`src/crsf_pkg.sv`:
```
`timescale 1ns / 1ps
// ----------------------------------------------------------------------------
// Cashless reader session package
// Shared codes, reset values, transaction types and the session move table.
// ----------------------------------------------------------------------------
package crsf_pkg;

	localparam int unsigned QUEUE_DEPTH = 2;

	// Decoded bus function codes.
	localparam logic [3:0] FN_RESET     = 4'd0;
	localparam logic [3:0] FN_POLL      = 4'd1;
	localparam logic [3:0] FN_SETUP_CFG = 4'd2;
	localparam logic [3:0] FN_SETUP_PRC = 4'd3;
	localparam logic [3:0] FN_VEND_REQ  = 4'd4;
	localparam logic [3:0] FN_VEND_CANC = 4'd5;
	localparam logic [3:0] FN_VEND_SUCC = 4'd6;
	localparam logic [3:0] FN_VEND_FAIL = 4'd7;
	localparam logic [3:0] FN_SESS_DONE = 4'd8;
	localparam logic [3:0] FN_CASH_SALE = 4'd9;
	localparam logic [3:0] FN_DISABLE   = 4'd10;
	localparam logic [3:0] FN_ENABLE    = 4'd11;
	localparam logic [3:0] FN_RDR_CANC  = 4'd12;
	localparam logic [3:0] FN_REQ_ID    = 4'd13;
	localparam logic [3:0] FN_FUNDS     = 4'd14;

	// Internal operation classes produced by the front end.
	localparam logic [3:0] OP_RESET   = 4'd0;
	localparam logic [3:0] OP_POLL    = 4'd1;
	localparam logic [3:0] OP_CFG     = 4'd2;
	localparam logic [3:0] OP_PRICES  = 4'd3;
	localparam logic [3:0] OP_VREQ    = 4'd4;
	localparam logic [3:0] OP_NACK    = 4'd5;
	localparam logic [3:0] OP_VSUCC   = 4'd6;
	localparam logic [3:0] OP_SDONE   = 4'd7;
	localparam logic [3:0] OP_DISABLE = 4'd8;
	localparam logic [3:0] OP_ENABLE  = 4'd9;
	localparam logic [3:0] OP_RCANCEL = 4'd10;
	localparam logic [3:0] OP_ID      = 4'd11;
	localparam logic [3:0] OP_FUNDS   = 4'd12;
	localparam logic [3:0] OP_NONE    = 4'd13;

	// Session states.
	localparam logic [2:0] ST_INACTIVE = 3'd0;
	localparam logic [2:0] ST_DISABLED = 3'd1;
	localparam logic [2:0] ST_ENABLED  = 3'd2;
	localparam logic [2:0] ST_IDLE     = 3'd3;
	localparam logic [2:0] ST_VEND     = 3'd4;

	// Response codes.
	localparam logic [3:0] RC_ACK     = 4'd0;
	localparam logic [3:0] RC_NACK    = 4'd1;
	localparam logic [3:0] RC_OOS     = 4'd2;
	localparam logic [3:0] RC_JUSTRST = 4'd3;
	localparam logic [3:0] RC_CONFIG  = 4'd4;
	localparam logic [3:0] RC_BEGIN   = 4'd5;
	localparam logic [3:0] RC_CANCREQ = 4'd6;
	localparam logic [3:0] RC_CANCEL  = 4'd7;
	localparam logic [3:0] RC_APPROVE = 4'd8;
	localparam logic [3:0] RC_ENDSESS = 4'd9;
	localparam logic [3:0] RC_PERIPH  = 4'd10;
	localparam logic [3:0] RC_NONE    = 4'd11;

	// Configuration register indexes.
	localparam logic [2:0] REG_FEATURE  = 3'd0;
	localparam logic [2:0] REG_COUNTRY  = 3'd1;
	localparam logic [2:0] REG_SCALE    = 3'd2;
	localparam logic [2:0] REG_DECIMALS = 3'd3;
	localparam logic [2:0] REG_MAX_RESP = 3'd4;
	localparam logic [2:0] REG_OPTIONS  = 3'd5;

	localparam logic [7:0]  RST_FEATURE  = 8'd1;
	localparam logic [15:0] RST_COUNTRY  = 16'h1036;
	localparam logic [7:0]  RST_SCALE    = 8'd2;
	localparam logic [7:0]  RST_DECIMALS = 8'd2;
	localparam logic [7:0]  RST_MAX_RESP = 8'd10;
	localparam logic [7:0]  RST_OPTIONS  = 8'b0000_0110;

	localparam logic [15:0] APPROVED_AMOUNT = 16'hFFFF;

	// Reader configuration, feature level in the lowest bits.
	typedef struct packed {
		logic [7:0]  option_bits;
		logic [7:0]  max_response_seconds;
		logic [7:0]  decimal_places;
		logic [7:0]  scale_factor;
		logic [15:0] country_code;
		logic [7:0]  reader_level;
	} cfg_t;

	typedef struct packed {
		logic [3:0]  op;
		logic [15:0] funds_value;
	} cmd_t;

	typedef struct packed {
		logic [15:0] funds_now;
		logic [2:0]  session_state;
		logic [55:0] payload;
		logic [3:0]  response_length;
		logic [3:0]  response_code;
	} rsp_t;

	function automatic logic move_allowed(input logic [2:0] from_st, input logic [2:0] to_st);
		logic ok;
		ok = 1'b0;
		case (from_st)
			ST_INACTIVE: ok = (to_st == ST_DISABLED);
			ST_DISABLED: ok = (to_st == ST_INACTIVE) || (to_st == ST_ENABLED);
			ST_ENABLED:  ok = (to_st == ST_INACTIVE) || (to_st == ST_DISABLED) ||
			                  (to_st == ST_IDLE);
			ST_IDLE:     ok = (to_st == ST_INACTIVE) || (to_st == ST_DISABLED) ||
			                  (to_st == ST_ENABLED) || (to_st == ST_VEND);
			ST_VEND:     ok = (to_st == ST_INACTIVE) || (to_st == ST_IDLE);
			default:     ok = 1'b0;
		endcase
		return ok;
	endfunction

endpackage

```
`src/cashless_reader_session_fsm.sv`:
```
`timescale 1ns / 1ps
// ----------------------------------------------------------------------------
// Cashless reader session machine
// Peripheral side of a vending-bus cashless reader: command decode, command
// queue, session state machine and reader configuration registers.
// ----------------------------------------------------------------------------
// The block takes one decoded bus command or funds-available event per clock
// while the command queue has room, and returns exactly one response
// transaction for each. An accepted command passes through the command queue
// and the response output register; throughput is one transaction per cycle
// while the output is not stalled. A two-entry command queue sits between the
// decoder and the session machine, and the response is held in an output
// register, so the input accepts up to two further transactions while a
// response waits. Configuration registers sit at byte addresses 0, 4, 8, 12,
// 16 and 20 and should be written only while no transaction is in flight.
module cashless_reader_session_fsm #(
	parameter int unsigned QUEUE_DEPTH = crsf_pkg::QUEUE_DEPTH
) (
	input  logic        clk,
	input  logic        arst_n,
	input  logic        s_tvalid,
	output logic        s_tready,
	input  logic [15:0] s_tdata,   // funds_value[15:0]
	input  logic [3:0]  s_tuser,   // func[3:0]
	output logic        m_tvalid,
	input  logic        m_tready,
	// response_length[3:0], payload[59:4], session_state[62:60],
	// funds_now[78:63], zero fill[79]
	output logic [79:0] m_tdata,
	output logic [3:0]  m_tuser,   // response_code[3:0]
	input  logic        psel,
	input  logic        penable,
	input  logic        pwrite,
	input  logic [4:0]  paddr,
	input  logic [31:0] pwdata,
	output logic [31:0] prdata,
	output logic        pready
);

	crsf_pkg::cfg_t cfg_q;
	crsf_pkg::cmd_t push_data;
	crsf_pkg::cmd_t pop_data;
	crsf_pkg::rsp_t rsp;
	logic           push_valid;
	logic           push_ready;
	logic           pop_valid;
	logic           pop_ready;
	logic           wr_en;
	logic [2:0]     reg_idx;

	assign pready  = 1'b1;
	assign reg_idx = paddr[4:2];
	assign wr_en   = psel && penable && pwrite && pready;

	always_ff @(posedge clk or negedge arst_n) begin
		if (!arst_n) begin
			cfg_q.reader_level         <= crsf_pkg::RST_FEATURE;
			cfg_q.country_code         <= crsf_pkg::RST_COUNTRY;
			cfg_q.scale_factor         <= crsf_pkg::RST_SCALE;
			cfg_q.decimal_places       <= crsf_pkg::RST_DECIMALS;
			cfg_q.max_response_seconds <= crsf_pkg::RST_MAX_RESP;
			cfg_q.option_bits          <= crsf_pkg::RST_OPTIONS;
		end else if (wr_en) begin
			case (reg_idx)
				crsf_pkg::REG_FEATURE:  cfg_q.reader_level         <= pwdata[7:0];
				crsf_pkg::REG_COUNTRY:  cfg_q.country_code         <= pwdata[15:0];
				crsf_pkg::REG_SCALE:    cfg_q.scale_factor         <= pwdata[7:0];
				crsf_pkg::REG_DECIMALS: cfg_q.decimal_places       <= pwdata[7:0];
				crsf_pkg::REG_MAX_RESP: cfg_q.max_response_seconds <= pwdata[7:0];
				crsf_pkg::REG_OPTIONS:  cfg_q.option_bits          <= pwdata[7:0];
				default: begin
				end
			endcase
		end
	end

	always_comb begin
		case (reg_idx)
			crsf_pkg::REG_FEATURE:  prdata = {24'd0, cfg_q.reader_level};
			crsf_pkg::REG_COUNTRY:  prdata = {16'd0, cfg_q.country_code};
			crsf_pkg::REG_SCALE:    prdata = {24'd0, cfg_q.scale_factor};
			crsf_pkg::REG_DECIMALS: prdata = {24'd0, cfg_q.decimal_places};
			crsf_pkg::REG_MAX_RESP: prdata = {24'd0, cfg_q.max_response_seconds};
			crsf_pkg::REG_OPTIONS:  prdata = {24'd0, cfg_q.option_bits};
			default:                prdata = '0;
		endcase
	end

	crsf_front u_front (
		.s_tvalid   (s_tvalid),
		.s_tready   (s_tready),
		.s_tdata    (s_tdata),
		.s_tuser    (s_tuser),
		.push_valid (push_valid),
		.push_ready (push_ready),
		.push_data  (push_data)
	);

	crsf_queue #(
		.DEPTH (QUEUE_DEPTH)
	) u_queue (
		.clk        (clk),
		.arst_n     (arst_n),
		.push_valid (push_valid),
		.push_ready (push_ready),
		.push_data  (push_data),
		.pop_valid  (pop_valid),
		.pop_ready  (pop_ready),
		.pop_data   (pop_data)
	);

	crsf_back u_back (
		.clk       (clk),
		.arst_n    (arst_n),
		.cfg       (cfg_q),
		.pop_valid (pop_valid),
		.pop_ready (pop_ready),
		.pop_data  (pop_data),
		.m_tvalid  (m_tvalid),
		.m_tready  (m_tready),
		.rsp       (rsp)
	);

	assign m_tuser = rsp.response_code;
	assign m_tdata = {1'b0, rsp.funds_now, rsp.session_state, rsp.payload, rsp.response_length};

endmodule

```
`src/crsf_front.sv`:
```
`timescale 1ns / 1ps
// ----------------------------------------------------------------------------
// Cashless reader front end
// Accepts input transactions and classifies each bus function into an
// operation class for the command queue.
// ----------------------------------------------------------------------------
module crsf_front (
	input  logic               s_tvalid,
	output logic               s_tready,
	input  logic [15:0]        s_tdata,    // funds_value
	input  logic [3:0]         s_tuser,    // func
	output logic               push_valid,
	input  logic               push_ready,
	output crsf_pkg::cmd_t     push_data
);

	logic [3:0] op;

	always_comb begin
		case (s_tuser)
			crsf_pkg::FN_RESET:     op = crsf_pkg::OP_RESET;
			crsf_pkg::FN_POLL:      op = crsf_pkg::OP_POLL;
			crsf_pkg::FN_SETUP_CFG: op = crsf_pkg::OP_CFG;
			crsf_pkg::FN_SETUP_PRC: op = crsf_pkg::OP_PRICES;
			crsf_pkg::FN_VEND_REQ:  op = crsf_pkg::OP_VREQ;
			crsf_pkg::FN_VEND_CANC: op = crsf_pkg::OP_NACK;
			crsf_pkg::FN_VEND_SUCC: op = crsf_pkg::OP_VSUCC;
			crsf_pkg::FN_VEND_FAIL: op = crsf_pkg::OP_NACK;
			crsf_pkg::FN_SESS_DONE: op = crsf_pkg::OP_SDONE;
			crsf_pkg::FN_CASH_SALE: op = crsf_pkg::OP_NACK;
			crsf_pkg::FN_DISABLE:   op = crsf_pkg::OP_DISABLE;
			crsf_pkg::FN_ENABLE:    op = crsf_pkg::OP_ENABLE;
			crsf_pkg::FN_RDR_CANC:  op = crsf_pkg::OP_RCANCEL;
			crsf_pkg::FN_REQ_ID:    op = crsf_pkg::OP_ID;
			crsf_pkg::FN_FUNDS:     op = crsf_pkg::OP_FUNDS;
			default:                op = crsf_pkg::OP_NONE;
		endcase
	end

	assign s_tready              = push_ready;
	assign push_valid            = s_tvalid;
	assign push_data.op          = op;
	assign push_data.funds_value = s_tdata;

endmodule

```
`src/crsf_queue.sv`:
```
`timescale 1ns / 1ps
// ----------------------------------------------------------------------------
// Cashless reader command queue
// Short first-in first-out buffer that decouples the front and back ends.
// ----------------------------------------------------------------------------
module crsf_queue #(
	parameter int unsigned DEPTH = crsf_pkg::QUEUE_DEPTH
) (
	input  logic           clk,
	input  logic           arst_n,
	input  logic           push_valid,
	output logic           push_ready,
	input  crsf_pkg::cmd_t push_data,
	output logic           pop_valid,
	input  logic           pop_ready,
	output crsf_pkg::cmd_t pop_data
);

	localparam int unsigned PTR_W = (DEPTH > 1) ? $clog2(DEPTH) : 1;
	localparam int unsigned CNT_W = $clog2(DEPTH + 1);
	localparam logic [PTR_W-1:0] LAST_PTR = PTR_W'(DEPTH - 1);
	localparam logic [CNT_W-1:0] FULL_CNT = CNT_W'(DEPTH);

	crsf_pkg::cmd_t   entry_q [DEPTH];
	logic [PTR_W-1:0] wr_ptr_q;
	logic [PTR_W-1:0] rd_ptr_q;
	logic [CNT_W-1:0] count_q;
	logic             do_push;
	logic             do_pop;

	assign push_ready = (count_q != FULL_CNT);
	assign pop_valid  = (count_q != '0);
	assign pop_data   = entry_q[rd_ptr_q];
	assign do_push    = push_valid && push_ready;
	assign do_pop     = pop_valid && pop_ready;

	always_ff @(posedge clk) begin
		if (do_push) begin
			entry_q[wr_ptr_q] <= push_data;
		end
	end

	always_ff @(posedge clk or negedge arst_n) begin
		if (!arst_n) begin
			wr_ptr_q <= '0;
			rd_ptr_q <= '0;
			count_q  <= '0;
		end else begin
			if (do_push) begin
				wr_ptr_q <= (wr_ptr_q == LAST_PTR) ? '0 : wr_ptr_q + 1'b1;
			end
			if (do_pop) begin
				rd_ptr_q <= (rd_ptr_q == LAST_PTR) ? '0 : rd_ptr_q + 1'b1;
			end
			if (do_push && !do_pop) begin
				count_q <= count_q + 1'b1;
			end else if (do_pop && !do_push) begin
				count_q <= count_q - 1'b1;
			end
		end
	end

endmodule

```
`src/crsf_back.sv`:
```
`timescale 1ns / 1ps
// ----------------------------------------------------------------------------
// Cashless reader back end
// Executes one queued command per cycle unless the output stalls, against the
// session state, and holds the response in an output register until taken.
// ----------------------------------------------------------------------------
module crsf_back (
	input  logic           clk,
	input  logic           arst_n,
	input  crsf_pkg::cfg_t cfg,
	input  logic           pop_valid,
	output logic           pop_ready,
	input  crsf_pkg::cmd_t pop_data,
	output logic           m_tvalid,
	input  logic           m_tready,
	output crsf_pkg::rsp_t rsp
);

	logic [2:0]     st_q;
	logic           cfg_seen_q;
	logic           prc_seen_q;
	logic           end_pend_q;
	logic           dis_after_q;
	logic [15:0]    funds_q;
	logic           out_valid_q;
	crsf_pkg::rsp_t rsp_q;

	logic [2:0]     target;
	logic           go;
	logic [2:0]     st_n;
	logic           cfg_seen_n;
	logic           prc_seen_n;
	logic           end_pend_n;
	logic           dis_after_n;
	logic [15:0]    funds_n;
	logic [3:0]     code;
	logic [3:0]     len;
	logic [55:0]    payload;
	logic           take;

	assign take      = pop_valid && (!out_valid_q || m_tready);
	assign pop_ready = !out_valid_q || m_tready;

	always_comb begin
		target      = st_q;
		go          = 1'b0;
		cfg_seen_n  = cfg_seen_q;
		prc_seen_n  = prc_seen_q;
		end_pend_n  = end_pend_q;
		dis_after_n = dis_after_q;
		funds_n     = funds_q;
		code        = crsf_pkg::RC_NONE;
		len         = 4'd0;
		payload     = '0;
		case (pop_data.op)
			crsf_pkg::OP_RESET: begin
				target     = crsf_pkg::ST_INACTIVE;
				go         = 1'b1;
				cfg_seen_n = 1'b0;
				prc_seen_n = 1'b0;
				code       = crsf_pkg::RC_ACK;
			end
			crsf_pkg::OP_POLL: begin
				if (st_q == crsf_pkg::ST_INACTIVE) begin
					code = crsf_pkg::RC_JUSTRST;
					len  = 4'd1;
				end else if (st_q == crsf_pkg::ST_ENABLED && funds_q != '0) begin
					code    = crsf_pkg::RC_BEGIN;
					len     = 4'd3;
					payload = {40'd0, funds_q};
					target  = crsf_pkg::ST_IDLE;
					go      = 1'b1;
				end else if (st_q == crsf_pkg::ST_IDLE && end_pend_q) begin
					code = crsf_pkg::RC_CANCREQ;
					len  = 4'd1;
				end else begin
					code = crsf_pkg::RC_ACK;
				end
			end
			crsf_pkg::OP_CFG: begin
				cfg_seen_n = 1'b1;
				target     = prc_seen_q ? crsf_pkg::ST_DISABLED : crsf_pkg::ST_INACTIVE;
				go         = 1'b1;
				code       = crsf_pkg::RC_CONFIG;
				len        = 4'd8;
				payload    = cfg;
			end
			crsf_pkg::OP_PRICES: begin
				prc_seen_n = 1'b1;
				target     = cfg_seen_q ? crsf_pkg::ST_DISABLED : crsf_pkg::ST_INACTIVE;
				go         = 1'b1;
				code       = crsf_pkg::RC_ACK;
			end
			crsf_pkg::OP_VREQ: begin
				if (st_q != crsf_pkg::ST_IDLE) begin
					code = crsf_pkg::RC_OOS;
					len  = 4'd1;
				end else begin
					code    = crsf_pkg::RC_APPROVE;
					len     = 4'd3;
					payload = {40'd0, crsf_pkg::APPROVED_AMOUNT};
					target  = crsf_pkg::ST_VEND;
					go      = 1'b1;
				end
			end
			crsf_pkg::OP_NACK: begin
				code = crsf_pkg::RC_NACK;
			end
			crsf_pkg::OP_VSUCC: begin
				target = crsf_pkg::ST_IDLE;
				go     = 1'b1;
				code   = crsf_pkg::RC_ACK;
			end
			crsf_pkg::OP_SDONE: begin
				target      = dis_after_q ? crsf_pkg::ST_DISABLED : crsf_pkg::ST_ENABLED;
				go          = 1'b1;
				dis_after_n = 1'b0;
				end_pend_n  = 1'b0;
				code        = crsf_pkg::RC_ENDSESS;
				len         = 4'd1;
			end
			crsf_pkg::OP_DISABLE: begin
				if (st_q != crsf_pkg::ST_VEND) begin
					target = crsf_pkg::ST_DISABLED;
					go     = 1'b1;
				end else begin
					dis_after_n = 1'b1;
				end
				code = crsf_pkg::RC_ACK;
			end
			crsf_pkg::OP_ENABLE: begin
				if (st_q == crsf_pkg::ST_DISABLED && cfg_seen_q && prc_seen_q) begin
					target      = crsf_pkg::ST_ENABLED;
					go          = 1'b1;
					dis_after_n = 1'b0;
					code        = crsf_pkg::RC_ACK;
				end else begin
					code = crsf_pkg::RC_OOS;
					len  = 4'd1;
				end
			end
			crsf_pkg::OP_RCANCEL: begin
				code = (st_q == crsf_pkg::ST_ENABLED) ? crsf_pkg::RC_CANCEL : crsf_pkg::RC_OOS;
				len  = 4'd1;
			end
			crsf_pkg::OP_ID: begin
				code = crsf_pkg::RC_PERIPH;
			end
			crsf_pkg::OP_FUNDS: begin
				funds_n    = pop_data.funds_value;
				end_pend_n = 1'b1;
				code       = crsf_pkg::RC_NONE;
			end
			default: begin
				code = crsf_pkg::RC_NONE;
			end
		endcase
		st_n = (go && target != st_q && crsf_pkg::move_allowed(st_q, target)) ? target : st_q;
	end

	always_ff @(posedge clk or negedge arst_n) begin
		if (!arst_n) begin
			st_q        <= crsf_pkg::ST_INACTIVE;
			cfg_seen_q  <= 1'b0;
			prc_seen_q  <= 1'b0;
			end_pend_q  <= 1'b0;
			dis_after_q <= 1'b0;
			funds_q     <= '0;
			out_valid_q <= 1'b0;
		end else begin
			if (take) begin
				st_q        <= st_n;
				cfg_seen_q  <= cfg_seen_n;
				prc_seen_q  <= prc_seen_n;
				end_pend_q  <= end_pend_n;
				dis_after_q <= dis_after_n;
				funds_q     <= funds_n;
				out_valid_q <= 1'b1;
			end else if (m_tready) begin
				out_valid_q <= 1'b0;
			end
		end
	end

	always_ff @(posedge clk) begin
		if (take) begin
			rsp_q.response_code   <= code;
			rsp_q.response_length <= len;
			rsp_q.payload         <= payload;
			rsp_q.session_state   <= st_n;
			rsp_q.funds_now       <= funds_n;
		end
	end

	assign m_tvalid = out_valid_q;
	assign rsp      = rsp_q;

	a_state_only_on_take: assert property (@(posedge clk) disable iff (!arst_n)
		!take |=> $stable(st_q))
		else $error("Session state changed without a command being executed.");

	a_vend_from_idle: assert property (@(posedge clk) disable iff (!arst_n)
		(take && st_q != crsf_pkg::ST_VEND && st_n == crsf_pkg::ST_VEND)
			|-> (st_q == crsf_pkg::ST_IDLE && pop_data.op == crsf_pkg::OP_VREQ))
		else $error("Vend state entered other than by an approved vend request.");

	a_funds_sets_pending: assert property (@(posedge clk) disable iff (!arst_n)
		(take && pop_data.op == crsf_pkg::OP_FUNDS)
			|=> (end_pend_q && funds_q == $past(pop_data.funds_value)))
		else $error("Funds event did not store funds and mark the session end request.");

	a_response_mirrors_state: assert property (@(posedge clk) disable iff (!arst_n)
		take |=> (rsp_q.session_state == st_q && rsp_q.funds_now == funds_q))
		else $error("Response state fields differ from the held session state.");

endmodule
```
`config.mk`:
```
export PLATFORM = sky130hd
export DESIGN_NAME = cashless_reader_session_fsm
export DESIGN_NICKNAME = d
export VERILOG_FILES = /design/src/crsf_pkg.sv /design/src/cashless_reader_session_fsm.sv /design/src/crsf_front.sv /design/src/crsf_queue.sv /design/src/crsf_back.sv
export SDC_FILE = /design/constraint.sdc
export NUM_CORES = 1
export LEC_CHECK = 0
export BUFFER_PORTS_ARGS = -buffer_cell sky130_fd_sc_hd__buf_2
export CAP_MARGIN = 40
export CORE_ASPECT_RATIO = 0.8
export CORE_MARGIN = 3
export CORE_UTILIZATION = 59
export CTS_BUF_LIST = sky130_fd_sc_hd__clkbuf_16
export CTS_CLUSTER_DIAMETER = 50
export DETAILED_ROUTE_END_ITERATION = 12
export PLACE_DENSITY = 0.85
export SLEW_MARGIN = 5
export SYNTH_ARGS = -nofsm -noshare
export SYNTH_HDL_FRONTEND = slang
export SYNTH_SLANG_ARGS = --single-unit
```
`constraint.sdc`:
```
create_clock -name clk -period 6.9 [get_ports clk]
set_clock_uncertainty 0.15 [all_clocks]
set_input_delay 1.38 -clock clk [delete_from_list [all_inputs] [get_ports clk]]
set_output_delay 1.38 -clock clk [all_outputs]
set_load 0.05 [all_outputs]
```
==> out/results.txt <==
most frequent cells in the layout: 144 x buf_2, 122 x edfxtp_1, 72 x dfrtp_1
n_diodes: 0
commonest non-fill, non-tap cell in the layout: buf_2
via/cell ratio: 5.78
vias in the first global route: 6061
port buffer count: 145
clk_lat worst skew: 0.50 ns
Crit path top cell by count: buf_2
die width: 145 um
CP delay by family, top: simple AND/OR/NAND/NOR gates
Worst Path Required: 5.37 ns
FFs w/ async S/R, synth: 40.8%
#FFs+latches synth: 206
Leakage Power: 4.54 nW
pwr/cell area: 480 mW/mm^2
crit-path cells: buf_2 > nand2b_1 > nor2_1 > and2_1 > buf_2
post-synthesis cell type count: 67
Layout Nets: 898
post-synthesis cell area: 0.00910 mm^2
RSZ-0062 raised after global routing: false
Slew HR: 47.3%
DR pass1 iterations: 6
top layer in use: met4
Worst setup EP type: output pin
RePlAce Congestion: 0.845
Post-CTS Hold Buffers: 0
Die Span Y: 117 um
CTS buffer count: 22
Root Driver: clkbuf_16
largest net degree at the start of global routing: 65
first-pass GRT wire length: 31700 um
count of final hold-check violations: 0
row count: 39
Max stage delay cell, worst path: nor2_1
drt wl/cell: 19.1 um
Met3 Wirelength: 1550 um
Layout fillers: 976
Crit Path Max Fanout: 24
routed length on met2: 9710 um
WL met1: 8450 um
status: completed
core area: 0.0147 mm^2
Detailed Route WL: 20200 um
Clock Path Buffers: 3
number of enable flip-flop cells after synthesis: 122
Setup WS post-layout: 2.16 ns
H-tree depth: 1
aggregate global-route resource usage: 23.8%
Layout area overhead: 17.6%
crit path kind: input port to output pin
Avg Synthesized Cell Area: 13.3 um^2
Max Fclk: 211 MHz
crit share post-route: 68.6%
die footprint: 0.0170 mm^2
crit path DAT: 3.21 ns
Seq/Total Area, Yosys: 63.5%
CTS Sinks: 206
CP max stage delay: 0.64 ns
max cap viols: 0
maximum VDD drop: 0.320 mV
Starting DRT DRC Count: 497
antenna-violating nets left: 0
Tmin final: 4.74 ns
TNS Setup: 0 ns
layout cells sized above 1: 34.0%
cells after synthesis: 682
CP Launch Type: input port
Final Max Tran Viols: 0
clock-pin slew on the worst setup and hold paths: 0.06 ns
TritonCTS clock tree: yes
Primary FF master, synth: edfxtp_1
Starting Density: 61.9%
worst-margin pin slew: 0.787 ns
final setup fails: 0
grt ovf: 0
worst slack, placed: 2.17 ns
CTS resizes: 0
worst path buffer plus inverter count: 2
hpwl dp: 14000 um
setup repair bufs after CTS: 0
Via Count: 6089
YS warnings: 0
Post-route DRC: 0
antenna violations before repair: 0
I/O pin total: 183
HP Class: register to register
## through the flow
| step | power [mW] | hold WS, ns | utilization (%) | cells | cell area [um^2] |
|---|---|---|---|---|---|
| floorplan | 3.59 | 0.311 | - | 699 | 9160 |
| global placement | 3.97 | 0.324 | 67.7 | 1006 | 9940 |
| detailed placement | 4.06 | 0.353 | 68.2 | 1013 | 10000 |
| CTS | 5.16 | 0.367 | 72.8 | 1053 | 10700 |
| global route | 5.39 | 0.402 | 72.8 | 1053 | 10700 |
| finish | 5.14 | 0.359 | 72.8 | 1053 | 10700 |
## synthesized netlist by cell type, drive strengths merged (9+ instances only)
library cell / count / area (um^2)
edfxtp: 122 / 3660
dfrtp: 72 / 1800
mux2: 60 / 683
nor2: 57 / 214
a21oi: 51 / 259
and2: 49 / 307
mux2i: 35 / 383
buf: 29 / 214
nand2: 28 / 110
clkbuf: 24 / 90.1
a221o: 16 / 160
o21ai: 16 / 80.1
inv: 14 / 52.6
dfstp: 12 / 315
nand2b: 9 / 56.3
nor3: 9 / 45.0
## power by group
group / switching (mW) / internal (mW) / total, mW
clock network: 0.468 / 0.623 / 1.09
logic: 1.44 / 0.545 / 1.99
registers: 0.243 / 1.81 / 2.06
## registers in the layout, indices dropped and copies added (netlist names), 2 cells and up
name / cells
cfg_q: 56
u_back.funds_q: 16
u_back.rsp: 82
u_back.st_q: 3
u_queue.count_q: 2
u_queue.entry_q: 40
## worst reg2reg max path, stage by stage (launching register included)
cell and delay [ns]:
dfrtp_1 0.32, buf_4 0.44, nand2b_1 0.16, o32a_1 0.33, and4b_1 0.82, nor2_1 0.12, o21a_2 0.28, mux2i_4 0.20
a21oi_2 0.26, mux2_4 0.33
## final cells by class
cell class	count	area (um^2)	share of cell area, %
inverter	14	53.8	0.503
timing repair buffer	162	883	8.26
multi-input combinational	426	3050	28.5
tap	205	256	2.40
clock inverter	18	128	1.19
clock buffer	22	551	5.15
sequential	206	5780	54.0
## final timing paths
path | startpoint | to | slack, ns | cells after the start
min in group asynchronous | arst_n | u_queue.wr_ptr_q$_DFFE_PN0P_ | 0.52 | 1
max in group asynchronous | arst_n | cfg_q[13]$_DFFE_PN1P_ | 5.20 | 3
worst max-delay path | paddr[2] | prdata[13] | 2.16 | 5
worst max register to register | u_queue.rd_ptr_q$_DFFE_PN0P_ | u_back.rsp[64]$_DFFE_PP_ | 3.23 | 9
worst min-delay path | u_queue.wr_ptr_q$_DFFE_PN0P_ | u_queue.wr_ptr_q$_DFFE_PN0P_ | 0.36 | 1
worst min register to register | u_queue.wr_ptr_q$_DFFE_PN0P_ | u_queue.wr_ptr_q$_DFFE_PN0P_ | 0.36 | 1
## metal layers
layer  global-route usage, %  up-vias
li1                        -     2780
met3                    4.51       42
met1                    33.0     2984
met5                       0        -
met2                    39.4      283
met4                    6.28        0
## kinds of logic after synthesis
kind of cell	synth area share [%]
fa+ha+maj	0.275
mux	12.5
compound gates	9.17
other cells	0.0826
xor+xnor	0.481
flops	63.5
simple gates	10.1
buf+inv	3.92
No activity file was read; power rests on OpenSTA's default activity.
